[src/sv/modular_exponentiation_top_macros.svh]
// Assertion macros shared by the modular exponentiation RTL.
// Used by modexp_ctrl and modular_exponentiation_top; each expects clk and rst in scope.
`ifndef MODULAR_EXPONENTIATION_TOP_MACROS_SVH
`define MODULAR_EXPONENTIATION_TOP_MACROS_SVH

// Same-cycle implication, disabled during reset.
`define MODEXP_ASSERT_IMP(label, ante, cons, msg) \
  label: assert property (@(posedge clk) disable iff (rst) (ante) |-> (cons)) \
    else $error(msg);

// Next-cycle implication, disabled during reset.
`define MODEXP_ASSERT_NXT(label, ante, cons, msg) \
  label: assert property (@(posedge clk) disable iff (rst) (ante) |=> (cons)) \
    else $error(msg);

`endif

[src/sv/modexp_pkg.sv]
// Shared widths, register codes and control types of the modular exponentiation block.
// No dependencies; the modules and the testbench refer to it by scoped names.
package modexp_pkg;

  localparam int BASE_W        = 32;
  localparam int RES_W         = 31;
  localparam int CFG_W         = 32;
  localparam int EXP_WIDTH_DEF = 32;
  localparam int CNT_W         = $clog2(BASE_W);

  // Configuration register indexes.
  typedef enum logic {
    CFG_EXPONENT = 1'b0,
    CFG_MODULUS  = 1'b1
  } cfg_reg_t;

  // Control of one step of the shared modular add/double unit.
  typedef struct packed {
    logic add_en;
    logic carry_in;
  } step_ctl_t;

endpackage

[src/sv/modexp_step.sv]
// Shared modular step unit: one conditional add and one doubling, each reduced once.
// Depends on modexp_pkg.
module modexp_step (
  input  modexp_pkg::step_ctl_t               ctl,
  input  logic [modexp_pkg::RES_W-1:0]        modulus,
  input  logic [modexp_pkg::RES_W-1:0]        sum_in,
  input  logic [modexp_pkg::RES_W-1:0]        dbl_in,
  output logic [modexp_pkg::RES_W-1:0]        sum_out,
  output logic [modexp_pkg::RES_W-1:0]        dbl_out
);

  logic [modexp_pkg::RES_W:0] mod_wide;
  logic [modexp_pkg::RES_W:0] add_raw;
  logic [modexp_pkg::RES_W:0] add_red;
  logic [modexp_pkg::RES_W:0] dbl_raw;
  logic [modexp_pkg::RES_W:0] dbl_red;

  assign mod_wide = {1'b0, modulus};

  // Running sum plus doubled operand; both are below the modulus, so one subtract suffices.
  always_comb begin
    add_raw = {1'b0, sum_in} + {1'b0, dbl_in};
    add_red = (add_raw >= mod_wide) ? (add_raw - mod_wide) : add_raw;
    sum_out = ctl.add_en ? add_red[modexp_pkg::RES_W-1:0] : sum_in;
  end

  // Doubling with an optional shifted-in bit, used for products and base reduction.
  always_comb begin
    dbl_raw = {dbl_in, ctl.carry_in};
    dbl_red = (dbl_raw >= mod_wide) ? (dbl_raw - mod_wide) : dbl_raw;
    dbl_out = dbl_red[modexp_pkg::RES_W-1:0];
  end

endmodule

[src/sv/modexp_ctrl.sv]
// Sequencer of the exponentiation: base reduction, square-and-multiply loop, handoff.
// Depends on modexp_pkg, modexp_step and the assertion macro header.
`include "modular_exponentiation_top_macros.svh"

module modexp_ctrl #(
  parameter int EXP_WIDTH = modexp_pkg::EXP_WIDTH_DEF
) (
  input  logic                          clk,
  input  logic                          rst,
  input  logic                          in_valid,
  output logic                          in_stall,
  input  logic [modexp_pkg::BASE_W-1:0] base_value,
  input  logic [EXP_WIDTH-1:0]          exponent,
  input  logic [modexp_pkg::RES_W-1:0]  modulus,
  input  logic                          out_free,
  output logic                          done,
  output logic [modexp_pkg::RES_W-1:0]  result
);

  typedef enum logic [2:0] {
    IDLE,
    REDUCE,
    NEXT,
    MUL,
    FINISH
  } state_t;

  state_t                          state;
  logic [modexp_pkg::RES_W-1:0]    acc;
  logic [modexp_pkg::RES_W-1:0]    sq;
  logic [EXP_WIDTH-1:0]            ebits;
  logic [modexp_pkg::RES_W-1:0]    psum;
  logic [modexp_pkg::RES_W-1:0]    dbl;
  logic [modexp_pkg::RES_W-1:0]    mbits;
  logic [modexp_pkg::BASE_W-1:0]   base_sh;
  logic [modexp_pkg::CNT_W-1:0]    bit_cnt;
  logic                            to_acc;

  modexp_pkg::step_ctl_t           step_ctl;
  logic [modexp_pkg::RES_W-1:0]    step_sum;
  logic [modexp_pkg::RES_W-1:0]    step_dbl;
  logic                            reduce_last;

  // The shared unit adds in product steps and shifts base bits in during reduction.
  assign step_ctl.add_en   = (state == MUL) && mbits[0];
  assign step_ctl.carry_in = (state == REDUCE) && base_sh[modexp_pkg::BASE_W-1];

  modexp_step u_step (
    .ctl     (step_ctl),
    .modulus (modulus),
    .sum_in  (psum),
    .dbl_in  (dbl),
    .sum_out (step_sum),
    .dbl_out (step_dbl)
  );

  assign reduce_last = (bit_cnt == modexp_pkg::CNT_W'(modexp_pkg::BASE_W - 1));
  assign in_stall    = (state != IDLE);
  assign done        = (state == FINISH) && out_free;
  assign result      = acc;

  // Sequencer and working registers.
  always_ff @(posedge clk) begin
    if (rst) begin
      state <= IDLE;
    end else begin
      unique case (state)
        IDLE: begin
          if (in_valid) begin
            base_sh <= base_value;
            dbl     <= '0;
            bit_cnt <= '0;
            acc     <= modexp_pkg::RES_W'(modulus != modexp_pkg::RES_W'(1));
            ebits   <= exponent;
            state   <= REDUCE;
          end
        end
        REDUCE: begin
          // Base taken modulo the modulus one bit at a time, most significant first.
          dbl     <= step_dbl;
          base_sh <= base_sh << 1;
          bit_cnt <= bit_cnt + modexp_pkg::CNT_W'(1);
          if (reduce_last) begin
            sq    <= step_dbl;
            state <= NEXT;
          end
        end
        NEXT: begin
          if (ebits == '0) begin
            state <= FINISH;
          end else begin
            psum   <= '0;
            mbits  <= sq;
            dbl    <= ebits[0] ? acc : sq;
            to_acc <= ebits[0];
            state  <= MUL;
          end
        end
        MUL: begin
          if (mbits != '0) begin
            psum  <= step_sum;
            dbl   <= step_dbl;
            mbits <= mbits >> 1;
          end else if (to_acc) begin
            // Multiply into the accumulator done; the squaring follows.
            acc    <= psum;
            psum   <= '0;
            dbl    <= sq;
            mbits  <= sq;
            to_acc <= 1'b0;
          end else begin
            sq    <= psum;
            ebits <= ebits >> 1;
            state <= NEXT;
          end
        end
        FINISH: begin
          if (out_free) begin
            state <= IDLE;
          end
        end
        default: begin
          state <= IDLE;
        end
      endcase
    end
  end

  `MODEXP_ASSERT_NXT(a_accept_starts_reduce, in_valid && !in_stall, state == REDUCE, "accepted word did not start reduction")
  `MODEXP_ASSERT_NXT(a_mul_scan_shift, (state == MUL) && (mbits != '0), mbits == ($past(mbits) >> 1), "multiplier scan skipped a bit")

endmodule

[src/sv/modular_exponentiation_top.sv]
// Channel    | Signals                               | Direction
// -----------+---------------------------------------+-----------
// input      | in_valid, in_stall, base_value        | word in
// output     | out_valid, out_stall, power_result    | word out
// config     | cfg_write, cfg_index, cfg_data        | write only
//
// One word goes through base reduction, then for each exponent bit a select step,
// the multiply if the bit is set and the squaring, all in the single shared add/double
// unit. Reset is synchronous and clears the sequencer and the output valid. A new word
// is taken once the previous one is finished; a stalled result waits in the output
// register while the next word is already accepted.
//
// Top level of the modular exponentiation block; depends on modexp_pkg, modexp_ctrl
// and the assertion macro header.
`include "modular_exponentiation_top_macros.svh"

module modular_exponentiation_top #(
  parameter int EXP_WIDTH = modexp_pkg::EXP_WIDTH_DEF
) (
  input  logic                          clk,
  input  logic                          rst,
  input  logic                          cfg_write,
  input  logic [0:0]                    cfg_index,
  input  logic [modexp_pkg::CFG_W-1:0]  cfg_data,
  input  logic                          in_valid,
  output logic                          in_stall,
  input  logic [modexp_pkg::BASE_W-1:0] base_value,
  output logic                          out_valid,
  input  logic                          out_stall,
  output logic [modexp_pkg::RES_W-1:0]  power_result
);

  logic [EXP_WIDTH-1:0]           exponent;
  logic [modexp_pkg::RES_W-1:0]   modulus;
  logic [modexp_pkg::RES_W-1:0]   mod_eff;
  logic                           out_free;
  logic                           done;
  logic [modexp_pkg::RES_W-1:0]   result;

  // Configuration registers; only the low EXP_WIDTH exponent bits are kept.
  always_ff @(posedge clk) begin
    if (rst) begin
      exponent <= '0;
      modulus  <= modexp_pkg::RES_W'(1);
    end else if (cfg_write) begin
      if (cfg_index == modexp_pkg::CFG_EXPONENT) begin
        exponent <= cfg_data[EXP_WIDTH-1:0];
      end else begin
        modulus <= cfg_data[modexp_pkg::RES_W-1:0];
      end
    end
  end

  // A zero modulus behaves as a modulus of one.
  assign mod_eff  = (modulus == '0) ? modexp_pkg::RES_W'(1) : modulus;
  assign out_free = !out_valid || !out_stall;

  modexp_ctrl #(
    .EXP_WIDTH (EXP_WIDTH)
  ) u_ctrl (
    .clk        (clk),
    .rst        (rst),
    .in_valid   (in_valid),
    .in_stall   (in_stall),
    .base_value (base_value),
    .exponent   (exponent),
    .modulus    (mod_eff),
    .out_free   (out_free),
    .done       (done),
    .result     (result)
  );

  // Output register holds the finished word until the receiver takes it.
  always_ff @(posedge clk) begin
    if (rst) begin
      out_valid <= 1'b0;
    end else if (done) begin
      out_valid    <= 1'b1;
      power_result <= result;
    end else if (!out_stall) begin
      out_valid <= 1'b0;
    end
  end

  `MODEXP_ASSERT_IMP(a_valid_from_done, $rose(out_valid), $past(done), "output word appeared without a finished item")
  `MODEXP_ASSERT_NXT(a_taken_clears, out_valid && !out_stall && !done, !out_valid, "taken output word was repeated")

endmodule

[config.mk]
export PLATFORM = sky130hd
export DESIGN_NAME = modular_exponentiation_top
export DESIGN_NICKNAME = d
export VERILOG_FILES = /design/src/sv/modexp_pkg.sv /design/src/sv/modexp_step.sv /design/src/sv/modexp_ctrl.sv /design/src/sv/modular_exponentiation_top.sv
export VERILOG_INCLUDE_DIRS = /design/src /design/src/sv
export SDC_FILE = /design/constraint.sdc
export NUM_CORES = 1
export LEC_CHECK = 0
export BUFFER_PORTS_ARGS = -buffer_cell sky130_fd_sc_hd__buf_2
export CORE_AREA = 2 2 190 173
export DETAILED_ROUTE_END_ITERATION = 12
export DIE_AREA = 0 0 192 175
export PLACE_DENSITY = 0.78
export RECOVER_POWER = 25
export SLEW_MARGIN = 20
export SYNTH_ARGS = -nofsm -noshare
export SYNTH_HDL_FRONTEND = slang
export SYNTH_HIERARCHICAL = 1
export SYNTH_SLANG_ARGS = --single-unit
[constraint.sdc]
create_clock -name clk -period 5.5 [get_ports clk]
set_input_delay 0 -clock clk [delete_from_list [all_inputs] [get_ports clk]]
set_output_delay 0 -clock clk [all_outputs]
set_load 0.01 [all_outputs]
Word level (Yosys, flattened, before mapping)

Index checks and enable logic that the tools add are counted.

Input bits: 70
Flip-flop bits (word level): 323

Bitwise operators: 2
Equal/unequal tests: 16
Add/sub/neg operators: 4
$lt $le $gt $ge: 2
Reductions and logical operators: 28
Mux-type cells: 45

Operators by type and width:

| kind                                                 | number |
|---|---|
| 2-to-1 mux 31 bit                                    | 20 |
| case mux 31 bit (2 select lines)                     | 4 |
| 2-to-1 mux 32 bit                                    | 4 |
| case mux 32 bit (2 select lines)                     | 2 |
| case mux 31 bit (4 select lines)                     | 1 |
| greater-or-equal comparator 32 x 31 -> 1 bit         | 2 |
| subtractor 31 bit                                    | 2 |
| adder 31 x 31 -> 32 bit                              | 1 |
| zero test 32 bit                                     | 1 |
| zero test 31 bit                                     | 1 |
| != test 31 x 1 -> 1 bit (second input constant)      | 1 |
| nonzero test 31 bit                                  | 1 |
| AND reduction 5 bit                                  | 6 |
| 2-to-1 mux 3 bit                                     | 6 |
| case mux 3 bit (5 select lines)                      | 1 |
| case mux 5 bit (2 select lines)                      | 1 |
| != test 2 x 1 -> 1 bit (second input constant)       | 4 |
| != test 2 bit (second input constant)                | 4 |
| AND reduction 4 bit                                  | 2 |
| nonzero test 2 bit                                   | 4 |
| equality test 3 x 2 -> 1 bit (second input constant) | 2 |
| AND reduction 2 bit                                  | 3 |
| adder 5 x 1 -> 5 bit (second input constant)         | 1 |
| equality test 5 bit (second input constant)          | 1 |
| 15 further kinds                                     | 22 |

Longest topological paths before layout

Gate-level depths: netlist of run 1.

Word-level depth: 7
Gate-level depth with buffers: 23
Depth with buffers taken out: 21

Hierarchy

The synthesis of run 1 kept the hierarchy.

Modules (own cells, without submodules):

| module                     | cells each | sequential area each (µm²) | area an instance (µm²) | instances |
|---|---|---|---|---|
| modexp_ctrl                | 778        | 6816.5                     | 10029.6                | 1 |
| modexp_step                | 835        | 0.0                        | 5873.1                 | 1 |
| modular_exponentiation_top | 354        | 2212.1                     | 3432.0                 | 1 |

Worst setup path before layout of run 1

No wires, ideal clock.

Path type: register to register
From: reg u_ctrl/psum[0] (netlist bit)
To: reg u_ctrl/psum[19] (netlist bit) (data pin)
Setup slack: 581 ps
Path buffers: 0
Stages on the path, launching flop included: 21
Library setup time: 255 ps
Clock period less this slack: 4919 ps
Data required time: 5245 ps
Arrival time: 4665 ps
Path through: edfxtp_1 > ha_1 > fa_1 > a211oi_1 > o21ai_1 > a21oi_4 > o311ai_4 > a311o_4 > a41oi_1 > xnor2_1 > ha_1 > inv_1 > o21bai_1 > a221oi_1 > o221ai_1 > a311oi_1 > o31ai_2 > and2_0 > and2_1 > a221o_1 > and2_1

Cells in the longest elaborated chain, start to end: 6
Elaborated cells between the ends (all ways): 7

RTL lines:

| element                                                                           | line               | text |
|---|---|---|
| start: declaration                                                                | modexp_ctrl.sv:32  | `logic [modexp_pkg::RES_W-1:0] psum;` |
| start signal: assignment                                                          | modexp_ctrl.sv:101 | `psum <= step_sum;` |
| adder 31 x 31 -> 32 bit *                                                         | modexp_step.sv:22  | `add_raw = {1'b0, sum_in} + {1'b0, dbl_in};` |
| subtractor 31 bit or greater-or-equal comparator 32 x 31 -> 1 bit (tied branches) | modexp_step.sv:23  | `add_red = (add_raw >= mod_wide) ? (add_raw - mod_wide) : add_raw;` |
| 2-to-1 mux 31 bit *                                                               | modexp_step.sv:23  |  |
| 2-to-1 mux 31 bit *                                                               | modexp_step.sv:24  | `sum_out = ctl.add_en ? add_red[modexp_pkg::RES_W-1:0] : sum_in;` |
| named net u_ctrl.step_sum, one bit                                                | modexp_ctrl.sv:40  | `logic [modexp_pkg::RES_W-1:0] step_sum;` |
| 2-to-1 mux 31 bit *                                                               | modexp_ctrl.sv:100 | `if (mbits != '0) begin` |
| case mux 31 bit (2 select lines) *                                                | modexp_ctrl.sv:67  | `unique case (state)` |

Mark *: on every way through the listed nets, which the timed path passes. The rest lies on a longest branch. The select of a mux whose other input is x is not followed.
A chain may end at the register's enable or synchronous reset.

Final worst setup path of run 1

From: reg u_ctrl/psum[7] (netlist bit)
To: reg u_ctrl/psum[19] (netlist bit) (data pin)

Same word-level chain as after synthesis.

==> run metrics, run 1 <==
Final period util 0.966; Vias per Instance 6.23; Finished Cell Area 0.0223 mm²; Final setup viols 0; Slew @ Worst Pin 2.09 ns; most common cell in the netlist nand2_1; Area Overhead vs Synth 15.5%; Final Max Tran Viols 75; GRT Total Usage 0.316; initial drt markers 1617; final setup skew 0.0177 ns; Worst-Skew Late Latency 0.54 ns; Final TNS setup 0 ns; max-cap violations 2; CP Max Fanout 8; Worst Path Class, Setup reg -> reg; Worst Hold Class in -> reg; Clock Path Buffers 3; yosys warns 6; Clk pin slew, worst setup/hold paths 0.06 ns; post-route ant nets 0; Unique masters post-synth 78; delay of the slowest critical-path stage 0.45 ns; Root Buffer clkbuf_16; power density cells 346 mW/mm²; share of the synthesized area in the top cell type 0.398; Leak 8.93 nW; Nets 2275; placed instance area 0.0203 mm²; largest net degree at the start of global routing 74; CP Data Required Time 5.79 ns; WP data arrival 5.60 ns; dominant synthesized flop cell edfxtp_1; 1st-pass router iterations 5; Post-synth EDFFs 256; Syn Area/Cell 9.83 µm²; Inserted Clock Buffers 36; CTS tree done; Die Y 175 µm; Worst slew margin -0.396; routed vias 15900; Die Width 192 µm; cells after synthesis 1967; ant diodes 0; initial antenna violation count 0; core area 0.0317 mm²; vias in the first global route 15200; Crit. End Element flop; syn nets 2135; Residual DRC 0; Crit path depth 22; Yosys reg bits 323; # rows 62; CP startpoint kind flop; CP max stage cell edfxtp_1; Netlist Area Pre-Place 0.0193 mm²; GR Overflow Total 0; most frequent cells after synthesis nand2_1, edfxtp_1, a21oi_1; maximum VDD drop 0.324 mV; Design Power 7.74 mW; R2R depth 22; Seq/Total Area, Yosys 0.467; HPWL after DPL 37.1 mm; CTS Sinks 323; cell family with most CP delay compound AO/OA/AOI/OAI gates; ys async rst share 0; first-pass GRT wire length 82.9 mm; Final min period 5.31 ns; area leader, netlist edfxtp_1; DR WL/cell 21.1 µm; CP bufs+invs 2; fmax 188 MHz; H-Tree Depth 2; share of layout cells above drive strength 1 0.141; Hold Crit Depth 5; PortBufs 102; top-level I/O count 103; GPL Wtd Cong 0.941; crit-path cells ha_2 > nand4_1 > nor3b_1 > a211oi_2 > buf_4 > o31ai_4 > a31o_2 > a21oi_1 > o21ai_0 > xor2_1 > ha_1 > a21oi_2 > o21bai_1 > a221oi_2 > o221ai_1 > a311oi_1 > buf_4 > o31ai_4 > and2_2 > and2_1 > a221o_1 > and2_1; Initial Util 0.611; endpoints failing hold 0; Die Area 0.0336 mm²; failing checks capacitance limit, slew limit; result of the run complete, but fails checks; Area contributors post-synth edfxtp_1, nand2_1, dfxtp_1; final WL 53.8 mm
[cells in the final DEF, fill, tap and decap left out, drive strengths merged, types with 48 or more instances in the layout]
master and count:
a21o 70, a21oi 165, and2 51, buf 119, clkbuf 83, dfxtp 67, dlygate4sd3 66, edfxtp 256
ha 95, inv 58, mux2 64, mux2i 53, nand2 372, nor2 116, o21ai 60, xnor2 48
[metrics by stage]
stage	worst slack, ns	cells	utilization	hold slack (ns)
floorplan	0.581	1967	-	0.124
global placement	0.151	2406	0.638	0.247
detailed placement	0.0677	2408	0.640	0.243
CTS	0.0303	2539	0.701	0.0606
global route	-0.0496	2550	0.706	0.170
finish	0.185	2550	0.706	0.146
[metal layers]
metal / track usage / vias to the layer above / part of all wire
li1: - / 7431 / -
met1: 0.432 / 7741 / 0.42
met2: 0.519 / 625 / 0.48
met3: 0.0460 / 98 / 0.066
met4: 0.107 / 0 / 0.032
met5: 0 / - / 0
[cell families (layout without fill, tap and decap cells)]
kind of cell / count (synthesis) / count (layout) / synth area share
AOI/OAI and AO/OA: 446 / 446 / 0.157
xor gates and xnor gates: 74 / 74 / 0.0335
adders and majority gates: 98 / 98 / 0.0646
buffers and inverters: 175 / 342 / 0.0401
DFF: 323 / 323 / 0.467
muxes: 117 / 117 / 0.0647
and+or+nand+nor: 734 / 734 / 0.173
[worst register-to-register path: cells and delay by family, from the launching register on]
kind / cells / cell delay, ns
AOI/OAI and AO/OA: 12 / 2.34
and+or+nand+nor: 5 / 0.96
adders and majority gates: 2 / 0.75
DFF: 1 / 0.45
buffers and inverters: 2 / 0.32
xor gates and xnor gates: 1 / 0.26
[power breakdown]
group          switching (mW)  leakage, nW  internal [mW]
clock network            1.02        0.622           1.59
registers              0.0898         2.95           2.80
logic                    1.24         5.36          0.993
[state kept, by name (all words and copies together) (netlist names)]
register / count
u_ctrl/sq: 31
exponent: 32
u_ctrl/base_sh: 32
u_ctrl/result: 31
modulus: 31
u_ctrl/to_acc: 1
u_ctrl/bit_cnt: 5
power_result: 31
u_ctrl/ebits: 32
u_ctrl/dbl: 31
out_valid: 1
u_ctrl/state: 3
u_ctrl/mbits: 31
u_ctrl/psum: 31
[path summary, 6_finish.rpt]
check                                                   from                            end  slack, ns
worst min-delay path                               cfg_index       exponent[1]$_SDFFE_PP0P_       0.15
worst max-delay path            u_ctrl/psum[7]$_SDFFCE_PN0P_  u_ctrl/psum[19]$_SDFFCE_PN0P_       0.19
worst min register to register     exponent[19]$_SDFFE_PP0P_      exponent[19]$_SDFFE_PP0P_       0.46
worst max register to register  u_ctrl/psum[7]$_SDFFCE_PN0P_  u_ctrl/psum[19]$_SDFFCE_PN0P_       0.19
[repair_timing]
item / 4_1_cts / 5_1_grt
hold buffers: 66 / 0
hold endpoints to repair: 98 / 0
resized for setup: 0 / 27
endpoints found under the setup margin: 0 / 31
setup buffers: 0 / 10
[final cells by class]
cell class	count	area, µm²
clock buffers	47	1050
clock inverters	18	234
well taps	416	520
multi-input cells	1469	9690
repair buffers	221	1600
fillers	2338	9310
flip-flops and latches	323	9030
inverters	56	210
Note: power is estimated with default switching activity, not from simulation.
==> inputs of run 2 (changes only) <==
--- a/config.mk
+++ b/config.mk
@@ -11,7 +11,6 @@
 export DETAILED_ROUTE_END_ITERATION = 12
 export DIE_AREA = 0 0 192 175
 export PLACE_DENSITY = 0.78
-export RECOVER_POWER = 25
 export SLEW_MARGIN = 20
 export SYNTH_ARGS = -nofsm -noshare
 export SYNTH_HDL_FRONTEND = slang
==> run 2 against run 1 <==
Compared with the run above: the run now ends clean; power increased by 0.16%; die area is the same; critical path depth unchanged; flip-flop and latch count unchanged; clock-buffer cell count is the same; utilization is 0.25 points higher; setup slack worse by 0.019 ns; non-clock buffer count stayed put; critical path type unchanged.
==> run metrics, run 2 (synthesis results as in run 1) <==
footprint of the multi-input gates 0.00972 mm²; Worst Path Class, Setup reg -> reg; vias in the first global route 15200; initial drt markers 1487; Die Width 192 µm; CTS tree done; Design Power 7.75 mW; power density cells 346 mW/mm²; most frequent cells in the layout nand2_1, edfxtp_1, a21oi_1, nor2_1, buf_2; Slew @ Worst Pin 1.14 ns; routed vias 15900; reg-to-reg critical path startpoint u_ctrl/psum[7]$_SDFFCE_PN0P_; Clk pin slew, worst setup/hold paths 0.06 ns; endpoints failing hold 0; max-cap violations 0; first-pass GRT wire length 82.9 mm; CTS Sinks 323; commonest non-fill, non-tap cell in the layout nand2_1; Crit. End Element flop; placed instance area 0.0203 mm²; Final Max Tran Viols 0; final WL 53.8 mm; Residual DRC 0; Worst slew margin 0.237; fmax 188 MHz; H-Tree Depth 2; Die Y 175 µm; DR WL/cell 21.1 µm; Die Area 0.0336 mm²; core area 0.0317 mm²; fin cells 2550; CP Launch Point u_ctrl/psum[7]$_SDFFCE_PN0P_; Area Overhead vs Synth 15.9%; crit-path cells ha_2 > nand4_1 > nor3b_1 > a211oi_2 > buf_4 > o31ai_4 > a31o_2 > a21oi_1 > o21ai_0 > xor2_1 > ha_1 > a21oi_2 > o21bai_1 > a221oi_2 > o221ai_1 > a311oi_1 > buf_4 > o31ai_4 > and2_2 > and2_1 > a221o_1 > and2_1; largest net degree at the start of global routing 74; CP startpoint kind flop; dpl cells 2408; Worst-Skew Late Latency 0.55 ns; Leak 9.03 nW; GRT Total Usage 0.316; Nets 2275; Worst Hold Class in -> reg; PortBufs 102; min-delay src cfg_index; Initial Util 0.611; post-route ant nets 0; Inserted Clock Buffers 36; Final setup viols 0; CP Data Required Time 5.79 ns; initial antenna violation count 0; # rows 62; final setup skew 0.0208 ns; 1st-pass router iterations 5; Final min period 5.33 ns; CP max stage cell edfxtp_1; Final TNS setup 0 ns; ant diodes 0; GPL Wtd Cong 0.941; WP data arrival 5.62 ns; top-level I/O count 103; CP Max Fanout 8; result of the run finished clean; HPWL after DPL 37.1 mm; Clock Path Buffers 3; # fillers 2314; Final period util 0.970; Regs by FF count exponent: 32 flops, u_ctrl/base_sh: 32 flops, u_ctrl/ebits: 32 flops; maximum VDD drop 0.324 mV; GR Overflow Total 0; Register Area 0.00903 mm²; Finished Cell Area 0.0224 mm²; Vias per Instance 6.25; delay of the slowest critical-path stage 0.45 ns; share of layout cells above drive strength 1 0.160; Root Buffer clkbuf_16
==> run 2: worst max-delay path, delay by kind of cell (launching register included) <==
| kind | cells | cell delay [ns] |
|---|---|---|
| buf+inv | 2 | 0.32 |
| fa+ha+maj | 2 | 0.75 |
| flops | 1 | 0.45 |
| xor+xnor | 1 | 0.26 |
| simple gates | 5 | 0.98 |
| compound gates | 12 | 2.33 |
==> run 2: routing by layer <==
layer / vias up / wire, µm / global-route usage
met5: - / 0 / 0
met2: 694 / 25600 / 0.519
met1: 7700 / 22800 / 0.432
met4: 0 / 1680 / 0.107
li1: 7430 / - / -
met3: 103 / 3790 / 0.0460
==> run 2: repair_timing <==
item                       CTS  global route
buffers inserted             0            10
gates resized for setup      0            27
setup endpoints to repair    0            31
hold endpoints to repair    98             0
hold buffers                66             0
==> run 2: final cells by class <==
class	count	share of cell area
Clock buffer	47	0.0467
Clock inverter	18	0.0104
Inverter	56	0.00938
Multi-Input combinational cell	1469	0.434
Sequential cell	323	0.403
Tap cell	416	0.0232
Timing Repair Buffer	221	0.0737
==> run 2: worst paths after layout <==
kind                                                 endpoint  slack [ns]  depth (start not counted)
worst max-delay path            u_ctrl/psum[19]$_SDFFCE_PN0P_        0.17                         22
worst min-delay path                 exponent[1]$_SDFFE_PP0P_        0.08                          5
worst max register to register  u_ctrl/psum[19]$_SDFFCE_PN0P_        0.17                         22
worst min register to register      exponent[11]$_SDFFE_PP0P_        0.46                          2
==> run 2: stage by stage <==
| stage | hold WS (ns) | utilization | setup slack [ns] |
|---|---|---|---|
| 2_1_floorplan | 0.124 | - | 0.581 |
| 3_3_place_gp | 0.247 | 0.638 | 0.151 |
| 3_5_place_dp | 0.243 | 0.640 | 0.0677 |
| 4_1_cts | 0.0606 | 0.701 | 0.0303 |
| 5_1_grt | 0.107 | 0.708 | -0.0496 |
| 6_report | 0.0795 | 0.708 | 0.167 |
==> run 2: report_power, final <==
part / leakage, nW / switching [mW] / internal [mW]
Combinational: 5.46 / 1.25 / 0.995
Sequential: 2.95 / 0.0902 / 2.80
Clock: 0.622 / 1.03 / 1.59
